## src/hw/rtl/sxl_pkg.sv

```systemverilog
`timescale 1ns / 1ps

package sxl_pkg;

  // One source byte and its end-of-source mark.
  typedef struct packed {
    logic [7:0] src_byte;
    logic       is_final;
  } in_item_t;

  // One result of the lexer.
  typedef struct packed {
    logic [1:0] kind;
    logic [7:0] char_value;
    logic [2:0] token_kind;
    logic [1:0] error_code;
    logic       run_last;
  } result_t;

  // Results that one source byte causes, at most three.
  localparam int unsigned RunMax = 3;

  typedef struct packed {
    result_t [RunMax-1:0] res;
    logic    [1:0]        cnt;
  } run_t;

  // Lexer state carried from one byte to the next.
  typedef struct packed {
    logic       line_comment;
    logic       block_comment;
    logic       single_quoted;
    logic       double_quoted;
    logic       escape_pending;
    logic [7:0] prior_byte;
    logic [2:0] open_token_kind;
  } lex_state_t;

  // Result kinds.
  localparam logic [1:0] KIND_CHAR  = 2'd0;
  localparam logic [1:0] KIND_CLOSE = 2'd1;
  localparam logic [1:0] KIND_ERR   = 2'd2;

  // Token types.
  localparam logic [2:0] TK_NONE    = 3'd0;
  localparam logic [2:0] TK_CALL    = 3'd1;
  localparam logic [2:0] TK_END     = 3'd2;
  localparam logic [2:0] TK_STRING  = 3'd3;
  localparam logic [2:0] TK_NUMERIC = 3'd4;
  localparam logic [2:0] TK_IDENT   = 3'd5;

  // Error codes.
  localparam logic [1:0] ERR_NONE       = 2'd0;
  localparam logic [1:0] ERR_ESCAPE     = 2'd1;
  localparam logic [1:0] ERR_BACKSLASH  = 2'd2;

  // Characters the lexer decodes.
  localparam logic [7:0] CH_LPAREN    = 8'h28;
  localparam logic [7:0] CH_RPAREN    = 8'h29;
  localparam logic [7:0] CH_TAB       = 8'h09;
  localparam logic [7:0] CH_SPACE     = 8'h20;
  localparam logic [7:0] CH_NEWLINE   = 8'h0A;
  localparam logic [7:0] CH_BACKSLASH = 8'h5C;
  localparam logic [7:0] CH_DQUOTE    = 8'h22;
  localparam logic [7:0] CH_SQUOTE    = 8'h27;
  localparam logic [7:0] CH_SEMI      = 8'h3B;
  localparam logic [7:0] CH_BAR       = 8'h7C;
  localparam logic [7:0] CH_HASH      = 8'h23;
  localparam logic [7:0] CH_ZERO      = 8'h30;
  localparam logic [7:0] CH_NINE      = 8'h39;

  function automatic result_t mk_char(input logic [7:0] c);
    result_t r;
    r            = '0;
    r.kind       = KIND_CHAR;
    r.char_value = c;
    return r;
  endfunction

  function automatic result_t mk_close(input logic [2:0] t);
    result_t r;
    r            = '0;
    r.kind       = KIND_CLOSE;
    r.token_kind = t;
    return r;
  endfunction

  function automatic result_t mk_err(input logic [1:0] e);
    result_t r;
    r            = '0;
    r.kind       = KIND_ERR;
    r.error_code = e;
    return r;
  endfunction

endpackage

```

## src/hw/rtl/sxl_decode.sv

```systemverilog
`timescale 1ns / 1ps

// Decodes one byte against the current state into the next state and the
// run of results that the byte causes.
module sxl_decode import sxl_pkg::*; (
  input  in_item_t   item_i,
  input  lex_state_t state_i,
  output lex_state_t state_o,
  output run_t       run_o
);

  always_comb begin
    lex_state_t s;
    run_t       r;
    logic       cmt;
    logic       qt;
    logic [7:0] c;

    s   = state_i;
    r   = '0;
    c   = item_i.src_byte;
    cmt = state_i.line_comment | state_i.block_comment;
    qt  = state_i.single_quoted | state_i.double_quoted;

    if (state_i.escape_pending) begin
      // Inside quotes the escaped byte is taken as it is; outside quotes it gives an escape error.
      if (qt) begin
        r.res[r.cnt] = mk_char(c);
      end else begin
        r.res[r.cnt] = mk_err(ERR_ESCAPE);
      end
      r.cnt            = r.cnt + 2'd1;
      s.escape_pending = 1'b0;
    end else begin
      case (c)
        CH_LPAREN, CH_RPAREN: begin
          if (!cmt) begin
            if (qt) begin
              r.res[r.cnt] = mk_char(c);
              r.cnt        = r.cnt + 2'd1;
            end else begin
              r.res[r.cnt] = mk_close(s.open_token_kind);
              r.cnt        = r.cnt + 2'd1;
              r.res[r.cnt] = mk_close((c == CH_LPAREN) ? TK_CALL : TK_END);
              r.cnt        = r.cnt + 2'd1;
              s.open_token_kind = TK_NONE;
            end
          end
        end
        CH_TAB, CH_SPACE: begin
          if (!cmt) begin
            if (state_i.single_quoted) begin
              s.single_quoted   = 1'b0;
              r.res[r.cnt]      = mk_close(s.open_token_kind);
              r.cnt             = r.cnt + 2'd1;
              s.open_token_kind = TK_NONE;
            end else if (state_i.double_quoted) begin
              r.res[r.cnt] = mk_char(c);
              r.cnt        = r.cnt + 2'd1;
            end else if (c == CH_SPACE) begin
              r.res[r.cnt]      = mk_close(s.open_token_kind);
              r.cnt             = r.cnt + 2'd1;
              s.open_token_kind = TK_NONE;
            end
          end
        end
        CH_NEWLINE: begin
          if (state_i.line_comment) begin
            s.line_comment = 1'b0;
          end else if (state_i.single_quoted) begin
            s.single_quoted   = 1'b0;
            r.res[r.cnt]      = mk_close(s.open_token_kind);
            r.cnt             = r.cnt + 2'd1;
            s.open_token_kind = TK_NONE;
          end else if (state_i.double_quoted) begin
            r.res[r.cnt] = mk_char(c);
            r.cnt        = r.cnt + 2'd1;
          end
        end
        CH_BACKSLASH: begin
          if (!qt && !cmt) begin
            r.res[r.cnt] = mk_err(ERR_BACKSLASH);
            r.cnt        = r.cnt + 2'd1;
          end else begin
            s.escape_pending = 1'b1;
          end
        end
        CH_DQUOTE: begin
          if (!cmt) begin
            if (state_i.double_quoted) begin
              s.double_quoted   = 1'b0;
              r.res[r.cnt]      = mk_close(s.open_token_kind);
              r.cnt             = r.cnt + 2'd1;
              s.open_token_kind = TK_NONE;
            end else if (state_i.single_quoted) begin
              r.res[r.cnt] = mk_char(c);
              r.cnt        = r.cnt + 2'd1;
            end else begin
              r.res[r.cnt]      = mk_close(s.open_token_kind);
              r.cnt             = r.cnt + 2'd1;
              s.open_token_kind = TK_STRING;
              s.double_quoted   = 1'b1;
            end
          end
        end
        CH_SQUOTE: begin
          if (!cmt) begin
            if (state_i.single_quoted) begin
              s.single_quoted   = 1'b0;
              r.res[r.cnt]      = mk_close(s.open_token_kind);
              r.cnt             = r.cnt + 2'd1;
              s.open_token_kind = TK_NONE;
            end else if (state_i.double_quoted) begin
              r.res[r.cnt] = mk_char(c);
              r.cnt        = r.cnt + 2'd1;
            end else begin
              r.res[r.cnt]      = mk_close(s.open_token_kind);
              r.cnt             = r.cnt + 2'd1;
              s.open_token_kind = TK_STRING;
              s.single_quoted   = 1'b1;
            end
          end
        end
        CH_SEMI: begin
          if (!cmt) begin
            if (qt) begin
              r.res[r.cnt] = mk_char(c);
              r.cnt        = r.cnt + 2'd1;
            end else begin
              s.line_comment = 1'b1;
            end
          end
        end
        CH_BAR: begin
          if (qt) begin
            r.res[r.cnt] = mk_char(c);
            r.cnt        = r.cnt + 2'd1;
          end
          if (state_i.prior_byte == CH_HASH) begin
            s.block_comment = 1'b1;
          end
        end
        CH_HASH: begin
          if (qt) begin
            r.res[r.cnt] = mk_char(c);
            r.cnt        = r.cnt + 2'd1;
          end
          if (state_i.prior_byte == CH_BAR) begin
            s.block_comment = 1'b0;
          end
        end
        default: begin
          if (!cmt) begin
            if (c >= CH_ZERO && c <= CH_NINE) begin
              s.open_token_kind = TK_NUMERIC;
            end else if (!qt) begin
              s.open_token_kind = TK_IDENT;
            end
            r.res[r.cnt] = mk_char(c);
            r.cnt        = r.cnt + 2'd1;
          end
        end
      endcase
    end

    s.prior_byte = c;

    // The last source byte closes whatever token is still open.
    if (item_i.is_final) begin
      r.res[r.cnt]      = mk_close(s.open_token_kind);
      r.cnt             = r.cnt + 2'd1;
      s.open_token_kind = TK_NONE;
    end

    if (r.cnt != 2'd0) begin
      r.res[r.cnt - 2'd1].run_last = 1'b1;
    end

    state_o = s;
    run_o   = r;
  end

endmodule

```

## src/hw/rtl/sxl_runbuf.sv

```systemverilog
`timescale 1ns / 1ps

// Holds the run of one byte and hands it out one result per cycle while the output is ready.
module sxl_runbuf import sxl_pkg::*; (
  input  logic    clk_i,
  input  logic    rst_ni,
  input  logic    load_i,
  input  run_t    run_i,
  output logic    can_load_o,
  output logic    out_valid_o,
  input  logic    out_ready_i,
  output result_t out_data_o
);

  result_t [RunMax-1:0] slot_q, slot_d;
  logic    [1:0]        cnt_q, cnt_d;
  logic                 pop;

  assign pop         = out_valid_o && out_ready_i;
  assign out_valid_o = (cnt_q != 2'd0);
  assign out_data_o  = slot_q[0];
  // A new run may enter once the last result of the current one leaves.
  assign can_load_o  = (cnt_q == 2'd0) || ((cnt_q == 2'd1) && out_ready_i);

  always_comb begin
    slot_d = slot_q;
    cnt_d  = cnt_q;
    if (load_i) begin
      slot_d = run_i.res;
      cnt_d  = run_i.cnt;
    end else if (pop) begin
      slot_d[0] = slot_q[1];
      slot_d[1] = slot_q[2];
      cnt_d     = cnt_q - 2'd1;
    end
  end

  always_ff @(posedge clk_i or negedge rst_ni) begin
    if (!rst_ni) begin
      cnt_q <= 2'd0;
    end else begin
      cnt_q <= cnt_d;
    end
  end

  always_ff @(posedge clk_i) begin
    slot_q <= slot_d;
  end

  a_last_marks_end: assert property (@(posedge clk_i) disable iff (!rst_ni)
    (cnt_q == 2'd1) |-> out_data_o.run_last)
    else $error("final buffered result lacks its run_last mark");

  a_no_early_last: assert property (@(posedge clk_i) disable iff (!rst_ni)
    (cnt_q == 2'd2 || cnt_q == 2'd3) |-> !out_data_o.run_last)
    else $error("run_last set before the end of a run");

  a_load_shows: assert property (@(posedge clk_i) disable iff (!rst_ni)
    (load_i && run_i.cnt != 2'd0) |=> out_valid_o)
    else $error("loaded run not presented on the output");

  a_load_when_free: assert property (@(posedge clk_i) disable iff (!rst_ni)
    load_i |-> can_load_o)
    else $error("run loaded while the buffer is still busy");

endmodule

```

## src/hw/rtl/sexpr_token_lexer.sv

```systemverilog
`timescale 1ns / 1ps
// The first result of a byte is registered and shown in the cycle after its transaction.
// Throughput: one byte per cycle while each byte gives at most one result and the output is
// ready; a byte with more (up to three) holds input while the run buffer drains one a cycle.
// A byte with no result waits for a free buffer too. Reset (async, active low) clears all lexer
// flags, the previous byte, the open token type and the run buffer; no clearing pass follows.

module sexpr_token_lexer import sxl_pkg::*; (
  input  logic     clk_i,
  input  logic     rst_ni,
  input  logic     in_valid_i,
  output logic     in_ready_o,
  input  in_item_t in_data_i,
  output logic     out_valid_o,
  input  logic     out_ready_i,
  output result_t  out_data_o
);

  // Lexer state: comment and quote flags, pending escape, previous byte
  // (needed for the two-byte block comment markers) and the open token type.
  lex_state_t state_q, state_d;
  lex_state_t state_next;
  run_t       run;
  logic       accept;

  assign accept = in_valid_i && in_ready_o;

  // The whole per-byte decision is one short combinational pass from the
  // current state and the incoming byte.
  sxl_decode u_decode (
    .item_i  (in_data_i),
    .state_i (state_q),
    .state_o (state_next),
    .run_o   (run)
  );

  // The state moves only when a byte transaction completes.
  assign state_d = accept ? state_next : state_q;

  always_ff @(posedge clk_i or negedge rst_ni) begin
    if (!rst_ni) begin
      state_q <= '0;
    end else begin
      state_q <= state_d;
    end
  end

  // The run buffer serves as the result register; it accepts the next run in
  // the same cycle in which the last result of the previous run is taken.
  sxl_runbuf u_runbuf (
    .clk_i       (clk_i),
    .rst_ni      (rst_ni),
    .load_i      (accept),
    .run_i       (run),
    .can_load_o  (in_ready_o),
    .out_valid_o (out_valid_o),
    .out_ready_i (out_ready_i),
    .out_data_o  (out_data_o)
  );

  a_escape_once: assert property (@(posedge clk_i) disable iff (!rst_ni)
    (accept && state_q.escape_pending) |=> !state_q.escape_pending)
    else $error("escape flag survived the escaped byte");

  a_final_closes: assert property (@(posedge clk_i) disable iff (!rst_ni)
    (accept && in_data_i.is_final) |=> (state_q.open_token_kind == TK_NONE))
    else $error("token still open after the final byte");

  a_prior_tracks: assert property (@(posedge clk_i) disable iff (!rst_ni)
    accept |=> (state_q.prior_byte == $past(in_data_i.src_byte)))
    else $error("previous byte not captured");

endmodule
```

## config.mk

```make
export PLATFORM = sky130hd
export DESIGN_NAME = sexpr_token_lexer
export DESIGN_NICKNAME = d
export VERILOG_FILES = /design/src/hw/rtl/sxl_pkg.sv /design/src/hw/rtl/sxl_decode.sv /design/src/hw/rtl/sxl_runbuf.sv /design/src/hw/rtl/sexpr_token_lexer.sv
export SDC_FILE = /design/constraint.sdc
export NUM_CORES = 1
export LEC_CHECK = 0
export BUFFER_PORTS_ARGS = -buffer_cell sky130_fd_sc_hd__buf_2
export CORE_UTILIZATION = 33
export CTS_CLUSTER_SIZE = 14
export DETAILED_ROUTE_END_ITERATION = 8
export GPL_TIMING_DRIVEN = 0
export PLACE_DENSITY = 0.5
export SETUP_SLACK_MARGIN = 0.1
export SKIP_LAST_GASP = 1
export SLEW_MARGIN = 20
export SYNTH_ARGS = -nofsm -noshare
export SYNTH_HDL_FRONTEND = slang
export SYNTH_HIERARCHICAL = 1
export SYNTH_SLANG_ARGS = --single-unit
```

## constraint.sdc

```tcl
create_clock -name clk_i -period 4.5 [get_ports clk_i]
set_input_delay 0.9 -clock clk_i [delete_from_list [all_inputs] [get_ports clk_i]]
set_output_delay 0.9 -clock clk_i [all_outputs]
set_load 0.01 [all_outputs]
```

==> flow_summary.yaml, run 1 <==
status:
  status: "complete, but fails checks"
  violations: "DRC"
critical_path:
  crit_top_cell: "clkbuf_2"
  worstSetupEndpointType: "flip-flop"
  crit_type: "primary input to flip-flop"
  path_buf_inv: 4
  path_delay_family: "compound AO/OA/AOI/OAI gates"
  r2r_start: "state_q[12]"
  crit_fanout: 10
  critical_path_required_ns: 4.71
  cp_cell_sequence: "buf_2 > clkbuf_2 > and3_1 > o2111ai_1 > nand3_2 > o31ai_4 > inv_1 > ha_1 > and2_1 > clkbuf_2 > a21oi_1 > nand3_1 > o32ai_1 > mux2_4"
  critPathLaunchType: "primary input"
  r2r-end: "u_runbuf/out_data_o[6]"
  worstRegToRegCells: 14
  cpPeakStageDelay_ns: 0.47
  worstPathArrival_ns: 4.28
  cp_slowest_cell: "o31ai_4"
  r2r_slack_ns: 0.71
synth:
  synthTopCellsByCount: "48 x buf_4, 48 x edfxtp_1, 37 x mux2_4"
  syn_inst: 386
  async_flop_share_pct: 27.27
  synth_ff_type: "edfxtp_1"
  syn_area_per_cell_um2: 11.50
  yosysTopAreaCell: "edfxtp_1"
  ys_ff_latch: 66
  syn_area_um2: 4439
  ys_seq_area_share_pct: 42.62
  synth_cell_types: 78
  synthTopCellsByArea: "edfxtp_1 32%, mux2_4 13%, dfrtp_1 10%, buf_4 8.1%, mux2_2 3.0%"
  yosys_warnings: 6
  synth-edff-count: 48
  yosysTopAreaCellShare_pct: 32.47
timing:
  finClkSkew_ns: 0.009290
  fmax_mhz: 246.3
  grt_setup_unrepaired: "no"
  period_needed_ns: 4.061
  setup_viol_count_final: 0
  final_max_slew_viol_count: 0
  finalSetupTns_ns: 0
  hold_violations: 0
  slew_headroom_pct: 36.42
  tightest_slew_ns: 0.9297
  holdWs_ns: 0.5039
  fin_ws_ns: 0.4391
  period_share_pct: 90.24
global_routing:
  grt_overflow: 0
  grt_max_degree: 33
  groute.usage.overall_pct: 15.87
  antenna_found_initial: 0
  grt_first_pass_wirelength_mm: 16.53
  first_global_vias: 3068
final_layout:
  nets: 465
  nFillCells: 1291
  num_antenna_cells: 0
  syn2layout_area_growth_pct: 17.11
  postLayoutCellArea_um2: 5199
  drive_gt1_share_pct: 37.11
power:
  power.density_nw_per_um2: 602.0
  ir_drop_mv: 0.2529
  p_sw_share_pct: 32.15
  p_int_uw: 2124
  power_switching_uw: 1006
  seq_power_share_pct: 34.8
  p_clk_share_pct: 23.7
  cellLeakagePower_uw: 0.002241
  total_power_uw: 3130
  combPwrFrac_pct: 41.5
worst_hold_path:
  hold_path.startpoint: "state_q[8]"
  hp-class: "flip-flop to flip-flop"
  worstHoldPathCells: 1
  holdPathEnd: "state_q[8]"
drt:
  first_pass_iters: 7
  first_iter_violations: 140
  via_count: 3074
  wire_per_inst_um: 16.43
  ant_nets: 0
  routed_wl_mm: 10.29
  via_per_inst: 4.911
  drc: 1
clocking:
  cts_buffers: 9
  clockRootBuffer: "clkbuf_16"
  clock_sinks: 66
  ctsHoldBuffers: 0
  cts.htree.levels: 3
  clk_transition_reported_paths_ns: 0.05
  cts_max_path_buffers: 2
  clock_latency_ns: 0.34
  cts_tree: "done"
  postCtsSetupBuffers: 0
floorplan:
  io_pins: 31
  row_count: 42
  dieArea_um2: 13920
  die_w_um: 118.0
  die_h_um: 118.0
  coreArea_um2: 13190
  initial_core_util_pct: 33.66
place:
  gp_congestion: 0.8864
  portBuffers: 28
  postPlaceCellArea_um2: 4878
  pre_cts_slack_ns: -0.2463
  dp_hpwl_mm: 7.343
run:
  maxCapViolations: 0
-- kinds of logic after synthesis --
| logic type | share of synthesized area [%] |
|---|---|
| compound gates | 10.20 |
| xor+xnor | 0.3947 |
| fa+ha+maj | 1.691 |
| buf+inv | 11.58 |
| flops | 42.62 |
| mux | 15.78 |
| other cells | 0.08447 |
| simple gates | 17.64 |
-- cell type report --
type	count	area (um^2)	share of cell area, %
buffer	67	483.0	9.290
clock buffer	10	229.0	4.404
clock inverter	5	80.08	1.540
inverter	9	33.78	0.6498
multi-input combinational	265	2121	40.79
sequential	66	1892	36.39
tap	176	220.2	4.236
timing repair buffer	28	140.1	2.696
-- worst max path at each step --
stage                     cells after the start                      to  slack (ns)         start
final                                        14  u_runbuf/out_data_o[6]        0.44  in_data_i[5]
after global routing                         15  u_runbuf/out_data_o[6]        0.15  in_data_i[4]
after CTS                                    14  u_runbuf/out_data_o[6]        0.12  in_data_i[5]
after detailed placement                     14  u_runbuf/out_data_o[6]       -0.25  in_data_i[5]
after global placement                       14  u_runbuf/out_data_o[6]       -0.21  in_data_i[5]
after floorplan                              15  u_runbuf/out_data_o[6]        0.61  in_data_i[6]
-- layer usage --
metal / global-route usage (%) / up-vias / wire length, um
li1: - / 1500 / -
met4: 6.651 / 0 / 146
met2: 25.18 / 61 / 4863
met1: 20.07 / 1501 / 4822
met5: 0 / - / 0
met3: 4.603 / 12 / 454
-- state kept, by name, indices dropped and copies added, names as in the netlist --
register and count:
u_runbuf/out_data_o 16, state_q 16, u_runbuf/slot_q 32, u_runbuf/cnt_q 2
-- cell usage in the layout (no fill, tap or decap), drive strengths merged, types with 3 or more instances in the layout --
master | netlist | final
nand4 | 3 | 3
buf | 55 | 83
or3 | 3 | 3
nand2 | 26 | 26
nor2 | 21 | 21
or4 | 4 | 4
nor3 | 10 | 10
nor4 | 5 | 5
a221oi | 3 | 3
or4b | 3 | 3
nand3 | 13 | 13
conb | 1 | 22
dfrtp | 18 | 18
ha | 6 | 6
clkbuf | 12 | 22
and3 | 4 | 4
nor4b | 5 | 5
o21ai | 10 | 10
o31ai | 3 | 3
and2 | 4 | 4
mux2 | 49 | 49
and4 | 4 | 4
nand3b | 4 | 4
nor2b | 7 | 7
edfxtp | 48 | 48
a21oi | 8 | 8
or2 | 3 | 3
o211ai | 5 | 5
and4b | 3 | 3
inv | 8 | 8
-- power by group through the flow --
stage	sequential (uW)	clock [uW]	combinational (uW)
2_1_floorplan	1060	0	1000
3_3_place_gp	1100	0	1290
3_5_place_dp	1100	0	1300
4_1_cts	1090	762	1310
5_1_grt	1120	789	1410
6_report	1090	741	1300
-- worst register-to-register path: cells and delay by family (launching register included) --
family	cells	cell delay, ns
flip-flops	1	0.43
buffers and inverters	3	0.62
adder cells (fa/ha/maj)	1	0.15
multiplexers	1	0.29
AND/OR/NAND/NOR	5	1.28
AO/OA/AOI/OAI	4	0.78
-- timing repair --
item | CTS | global route
endpoints found under the hold margin | 0 | 0
gates resized for setup | 0 | 5
endpoints found under the setup margin | 0 | 9
-- through the flow --
step | utilization, % | cells
final | 39.41 | 626
after global routing | 39.41 | 626
after CTS | 39.33 | 626
after detailed placement | 36.99 | 611
after global placement | 36.99 | 611
after floorplan | - | 407
No activity file was read; power rests on OpenSTA's default activity.
==> run 2, diff against run 1 <==
--- a/config.mk
+++ b/config.mk
@@ -5,6 +5,7 @@
 export SDC_FILE = /design/constraint.sdc
 export NUM_CORES = 1
 export LEC_CHECK = 0
+export ABC_AREA = 1
 export BUFFER_PORTS_ARGS = -buffer_cell sky130_fd_sc_hd__buf_2
 export CORE_UTILIZATION = 33
 export CTS_CLUSTER_SIZE = 14
@@ -18,3 +19,4 @@
 export SYNTH_HDL_FRONTEND = slang
 export SYNTH_HIERARCHICAL = 1
 export SYNTH_SLANG_ARGS = --single-unit
+export TNS_END_PERCENT = 30
==> run 2 against run 1 <==
The flow now finishes without violations. Count of clock-buffer cells in the layout shrank 1. Clock power decreased by 5.4%. Global-route usage is 2.5 points higher. Final cell count increased by 33%. Sequential share of layout area shrank 0.24 points. Utilization about the same. Sequential power about the same. Routed wire length is 15% higher. Non-clock buffer count down 3. Die area grew 1.3%. Power up 2.9%. Synthesized cell count is 53% higher. Largest cell class unchanged.
==> flow_summary.yaml, run 2 <==
critical_path:
  crit_type: "primary input to flip-flop"
  critical_path_required_ns: 4.60
  worstSetupEndpointType: "flip-flop"
  cpPeakStageDelay_ns: 0.33
  cp_slowest_cell: "nor2_1"
  crit_top_cell: "nand2_1"
  path_buf_inv: 5
  critPathLaunchType: "primary input"
  worstPathArrival_ns: 3.43
  cp_cell_sequence: "buf_2 > inv_2 > nand2_1 > nor2_2 > nand2_2 > nand2_4 > o21ai_0 > o21ai_0 > nor2_1 > nand2_1 > inv_1 > ha_1 > nand2_1 > inv_1 > a21oi_1 > nand2_1 > inv_1 > nand2_1 > nand2_1"
  path_delay_family: "simple AND/OR/NAND/NOR gates"
  crit_fanout: 8
clocking:
  cts_buffers: 9
  postCtsSetupBuffers: 0
  clk_transition_reported_paths_ns: 0.06
  ctsHoldBuffers: 0
  clock_sinks: 66
  cts_tree: "done"
  cts_max_path_buffers: 2
  clockRootBuffer: "clkbuf_16"
  clock_latency_ns: 0.34
  cts_resized: 0
  cts.htree.levels: 3
power:
  cellLeakagePower_uw: 0.002623
  ir_drop_mv: 0.4690
  p_int_uw: 1940
  power_switching_uw: 1280
  seq_power_share_pct: 34.7
  power.density_nw_per_um2: 615.4
  combPwrFrac_pct: 43.5
  p_sw_share_pct: 39.76
  p_clk_share_pct: 21.8
timing:
  slew_headroom_pct: 46.14
  final_max_slew_viol_count: 0
  period_needed_ns: 3.326
  finalSetupTns_ns: 0
  period_share_pct: 73.91
  fmax_mhz: 300.7
  holdWs_ns: 0.4728
  finClkSkew_ns: 0.007415
  grt_setup_unrepaired: "no"
  setup_viol_count_final: 0
  hold_violations: 0
  fin_ws_ns: 1.174
  tightest_slew_ns: 0.8051
floorplan:
  dieArea_um2: 14110
  coreArea_um2: 13300
  die_h_um: 118.8
  die_w_um: 118.8
  row_count: 42
  initial_core_util_pct: 33.84
  io_pins: 31
synth:
  syn_area_per_cell_um2: 7.626
  yosysTopAreaCell: "edfxtp_1"
  synthTopCellsByCount: "218 x nand2_1, 56 x nor2_1, 48 x buf_4, 48 x edfxtp_1, 47 x nand3_1"
  ys_ff_latch: 66
  yosysTopAreaCellShare_pct: 32.04
  async_flop_share_pct: 27.27
  synth-edff-count: 48
  synthTopCellsByArea: "edfxtp_1 32%, nand2_1 18%, dfrtp_1 10%, buf_4 8.0%, nand3_1 5.2%"
  ys_seq_area_share_pct: 42.05
  yosysMostFrequentCell: "nand2_1"
  syn_inst: 590
  synth_cell_types: 40
  yosys_warnings: 6
  synth_ff_type: "edfxtp_1"
  syn_area_um2: 4499
global_routing:
  grt_overflow: 0
  grt_max_degree: 35
  grt_first_pass_wirelength_mm: 19.60
  first_global_vias: 3739
  groute.usage.overall_pct: 18.34
  antenna_found_initial: 0
drt:
  routed_wl_mm: 11.85
  first_pass_iters: 5
  wire_per_inst_um: 14.26
  via_count: 3862
  drc: 0
  first_iter_violations: 239
  via_per_inst: 4.647
  ant_nets: 0
place:
  dp_hpwl_mm: 8.728
  dp.cells: 815
  portBuffers: 28
  gp_congestion: 0.8910
  pre_cts_slack_ns: 0.8800
run:
  maxCapViolations: 0
final_layout:
  syn2layout_area_growth_pct: 16.32
  num_antenna_cells: 0
  nets: 669
  top_register: "u_runbuf/slot_q"
  largest_reg_flops: 32
  drive_gt1_share_pct: 21.37
  stdcell_count: 831
  final_cell_mix: "217 x nand2_1, 56 x nor2_1, 48 x buf_4, 48 x edfxtp_1, 47 x nand3_1"
  final_common_cell: "nand2_1"
status:
  status: "finished clean"
worst_hold_path:
  hp-class: "flip-flop to flip-flop"
[run 2: changes by cell type in the layout (fill, tap and decap cells not counted), sizes merged, moves of 6 or more]
cell,change
nand2,+212
mux2,-49
nor2,+44
inv,+36
nand3,+35
a21oi,+10
clkbuf,-8
nor2b,-7
nor3,-6
o21ai,+6
[run 2: routing by layer]
| layer | wire, um | part of all wire (%) | global-route usage, % |
|---|---|---|---|
| met5 | 0 | 0 | 0 |
| met4 | 202 | 1.7 | 7.120 |
| met3 | 689 | 5.8 | 3.475 |
| met2 | 5317 | 45 | 28.76 |
| met1 | 5639 | 48 | 24.82 |
[run 2: through the flow]
step	total power [uW]	cell area, um^2	util (%)
after floorplan	2126	4578	-
after global placement	2535	4938	37.14
after detailed placement	2537	4941	37.16
after CTS	3259	5234	39.37
after global routing	3488	5234	39.37
final	3221	5234	39.37
[run 2: cell type report]
class / count / area, um^2
Clock buffer: 9 / 225.2
Sequential cell: 66 / 1892
Timing Repair Buffer: 28 / 140.1
Clock inverter: 7 / 67.56
Inverter: 44 / 172.7
Multi-Input combinational cell: 437 / 2002
Tap cell: 176 / 220.2
Fill cell: 1389 / 8061
Buffer: 64 / 514.2
[run 2: power groups by stage]
| stage | Sequential, uW | Clock [uW] | Combinational (uW) |
|---|---|---|---|
| 2_1_floorplan | 1100 | 0 | 1030 |
| 3_3_place_gp | 1130 | 0 | 1410 |
| 3_5_place_dp | 1130 | 0 | 1410 |
| 4_1_cts | 1120 | 727 | 1410 |
| 5_1_grt | 1150 | 744 | 1600 |
| 6_report | 1120 | 701 | 1400 |
[run 2: worst paths after layout]
check / start / to / slack [ns] / depth (start not counted)
min: state_q[11] / state_q[11] / 0.47 / 2
max reg2reg: u_runbuf/cnt_q[0] / u_runbuf/out_data_o[3] / 1.43 / 11
min reg2reg: state_q[11] / state_q[11] / 0.47 / 2
max: in_data_i[1] / u_runbuf/out_data_o[12] / 1.17 / 19
max in group asynchronous: rst_ni / state_q[0] / 3.69 / 1
min in group asynchronous: rst_ni / state_q[10] / 0.50 / 1
[run 2: kinds of logic (layout without fill, tap and decap cells)]
family          count (synthesis)  in the layout  synth area share (%)
fa+ha+maj                       6              6                 1.668
other cells                     1             22               0.08335
compound gates                 45             45                 5.729
flops                          66             66                 42.05
buf+inv                       108            152                 15.27
simple gates                  364            364                 35.21
[run 2: worst min-delay path, delay by kind of cell, from the launching register on]
kind / cells / cell delay (ns)
and+or+nand+nor: 2 / 0.10
DFF: 1 / 0.34
==> run 3, diff against run 2 <==
==> constraint.sdc (replaced) <==
create_clock -name clk_i -period 3.1 [get_ports clk_i]
set_input_delay 0.62 -clock clk_i [delete_from_list [all_inputs] [get_ports clk_i]]
set_output_delay 0.62 -clock clk_i [all_outputs]
set_load 0.01 [all_outputs]
==> run 3 against run 2 <==
Clock power increased by 46%. Global-route usage about the same. Utilization up 0.60 points. Die area stayed put. Flip-flop and latch count unchanged. Setup slack worse by 0.87 ns. Critical path type is now flip-flop to flip-flop.
==> flow_summary.yaml, run 3 (synthesis results as in run 2) <==
global_routing:
  antenna_found_initial: 0
  grt_overflow: 0
  grt_max_degree: 35
  grt_first_pass_wirelength_mm: 19.63
  groute.usage.overall_pct: 18.36
  first_global_vias: 3738
clocking:
  clock_sinks: 66
  clockRootBuffer: "clkbuf_16"
  cts_max_path_buffers: 2
  clock_latency_ns: 0.34
  cts_tree: "done"
  cts.htree.levels: 3
  cts_buffers: 9
  clk_transition_reported_paths_ns: 0.06
critical_path:
  crit_fanout: 7
  crit_type: "flip-flop to flip-flop"
  worstSetupEndpointType: "flip-flop"
  cpPeakStageDelay_ns: 0.47
  path_buf_inv: 2
  r2r_start: "state_q[13]"
  r2r_slack_ns: 0.31
  cp_slowest_cell: "dfrtp_1"
  crit_top_cell: "nand2_1"
  path_delay_family: "simple AND/OR/NAND/NOR gates"
  r2r-end: "u_runbuf/out_data_o[13]"
  worstPathArrival_ns: 3.01
  critical_path_required_ns: 3.31
  critPathLaunchType: "flip-flop"
  cp_cell_sequence: "nor2_4 > clkinvlp_4 > nor2_2 > nand3_1 > o211ai_1 > nor2_2 > nand2_2 > inv_1 > ha_1 > nand2_1 > nand2_1 > a211oi_1 > nand2_1 > nand2_1"
  worstRegToRegCells: 14
final_layout:
  final_cell_mix: "214 x nand2_1, 53 x buf_4, 52 x nor2_1, 48 x edfxtp_1, 46 x nand3_1"
  multi_input_area_um2: 2034
  drive_gt1_share_pct: 23.64
  nets: 674
  largest_reg_flops: 32
  syn2layout_area_growth_pct: 18.10
  final_common_cell: "nand2_1"
  seq_area_um2: 1892
  stdcell_count: 836
  top_register: "u_runbuf/slot_q"
  fin_util_pct: 39.97
  nFillCells: 1391
  num_antenna_cells: 0
drt:
  via_per_inst: 4.639
  ant_nets: 0
  wire_per_inst_um: 14.28
  routed_wl_mm: 11.94
  via_count: 3878
  drc: 0
  first_pass_iters: 4
  first_iter_violations: 270
floorplan:
  die_w_um: 118.8
  io_pins: 31
  dieArea_um2: 14110
  coreArea_um2: 13300
  die_h_um: 118.8
  row_count: 42
  initial_core_util_pct: 33.84
timing:
  finalSetupTns_ns: 0
  period_needed_ns: 2.794
  setup_viol_count_final: 0
  fmax_mhz: 357.9
  final_max_slew_viol_count: 0
  slew_headroom_pct: 61.19
  tightest_slew_ns: 0.5821
  grt_setup_unrepaired: "yes"
  hold_violations: 0
  holdWs_ns: 0.2186
  fin_ws_ns: 0.3062
  period_share_pct: 90.12
  finClkSkew_ns: 0.005509
power:
  power.density_nw_per_um2: 900.2
  cellLeakagePower_uw: 0.002634
  ir_drop_mv: 0.6822
place:
  dp_hpwl_mm: 8.728
  gp_congestion: 0.8910
  portBuffers: 28
  dp.cells: 815
  pre_cts_slack_ns: -0.2400
run:
  maxCapViolations: 0
worst_hold_path:
  hp-class: "primary input to asynchronous set/reset pin"
status:
  status: "finished clean"
-- run 3: layout make-up --
| type | instances | share of cell area (%) |
|---|---|---|
| multi-input cells | 437 | 38.29 |
| flip-flops and latches | 66 | 35.60 |
| plain buffers | 64 | 9.677 |
| clock buffers | 9 | 4.238 |
| well taps | 176 | 4.144 |
| repair buffers | 33 | 3.391 |
| inverters | 44 | 3.391 |
| clock inverters | 7 | 1.271 |
-- run 3: power by group --
group          switching, uW  leakage (uW)  internal (uW)
combinational           1320       0.00179            820
clock                    401      0.000141            619
sequential               175      0.000700           1440
-- run 3: worst register-to-register path: cells and delay by family, from the launching register on --
family	cells	cell delay [ns]
flip-flops	1	0.47
buffers and inverters	2	0.29
AO/OA/AOI/OAI	2	0.45
adder cells (fa/ha/maj)	1	0.19
AND/OR/NAND/NOR	9	1.28
-- run 3: metal layers --
layer / up-vias / GRT usage (%) / wire (um)
li1: 1956 / - / -
met1: 1800 / 24.85 / 5681
met2: 103 / 28.80 / 5321
met3: 19 / 3.475 / 700
met4: 0 / 7.120 / 237
met5: - / 0 / 0
-- run 3: stage by stage --
stage          cell area (um^2)  power (uW)
2_1_floorplan              4578        3087
3_3_place_gp               4938        3680
3_5_place_dp               4941        3683
4_1_cts                    5243        4737
5_1_grt                    5314        5163
6_report                   5314        4784
-- run 3: worst max-delay path by stage --
stage | cells after the start | end | slack (ns) | from
detailed placement | 19 | u_runbuf/out_data_o[5] | -0.24 | in_data_i[1]
floorplan | 11 | u_runbuf/out_data_o[0] | 0.21 | u_runbuf/cnt_q[0]
global route | 14 | u_runbuf/out_data_o[13] | 0.05 | state_q[13]
finish | 14 | u_runbuf/out_data_o[13] | 0.31 | state_q[13]
global placement | 10 | u_runbuf/out_data_o[3] | -0.58 | out_ready_i
CTS | 16 | u_runbuf/out_data_o[5] | 0.12 | state_q[13]
-- run 3: timing repair --
action                     in CTS  in global routing
buffers inserted                0                  5
gates resized for setup         2                 12
pin swaps                       0                  2
setup endpoints to repair      34                 19
hold buffers                    0                  0
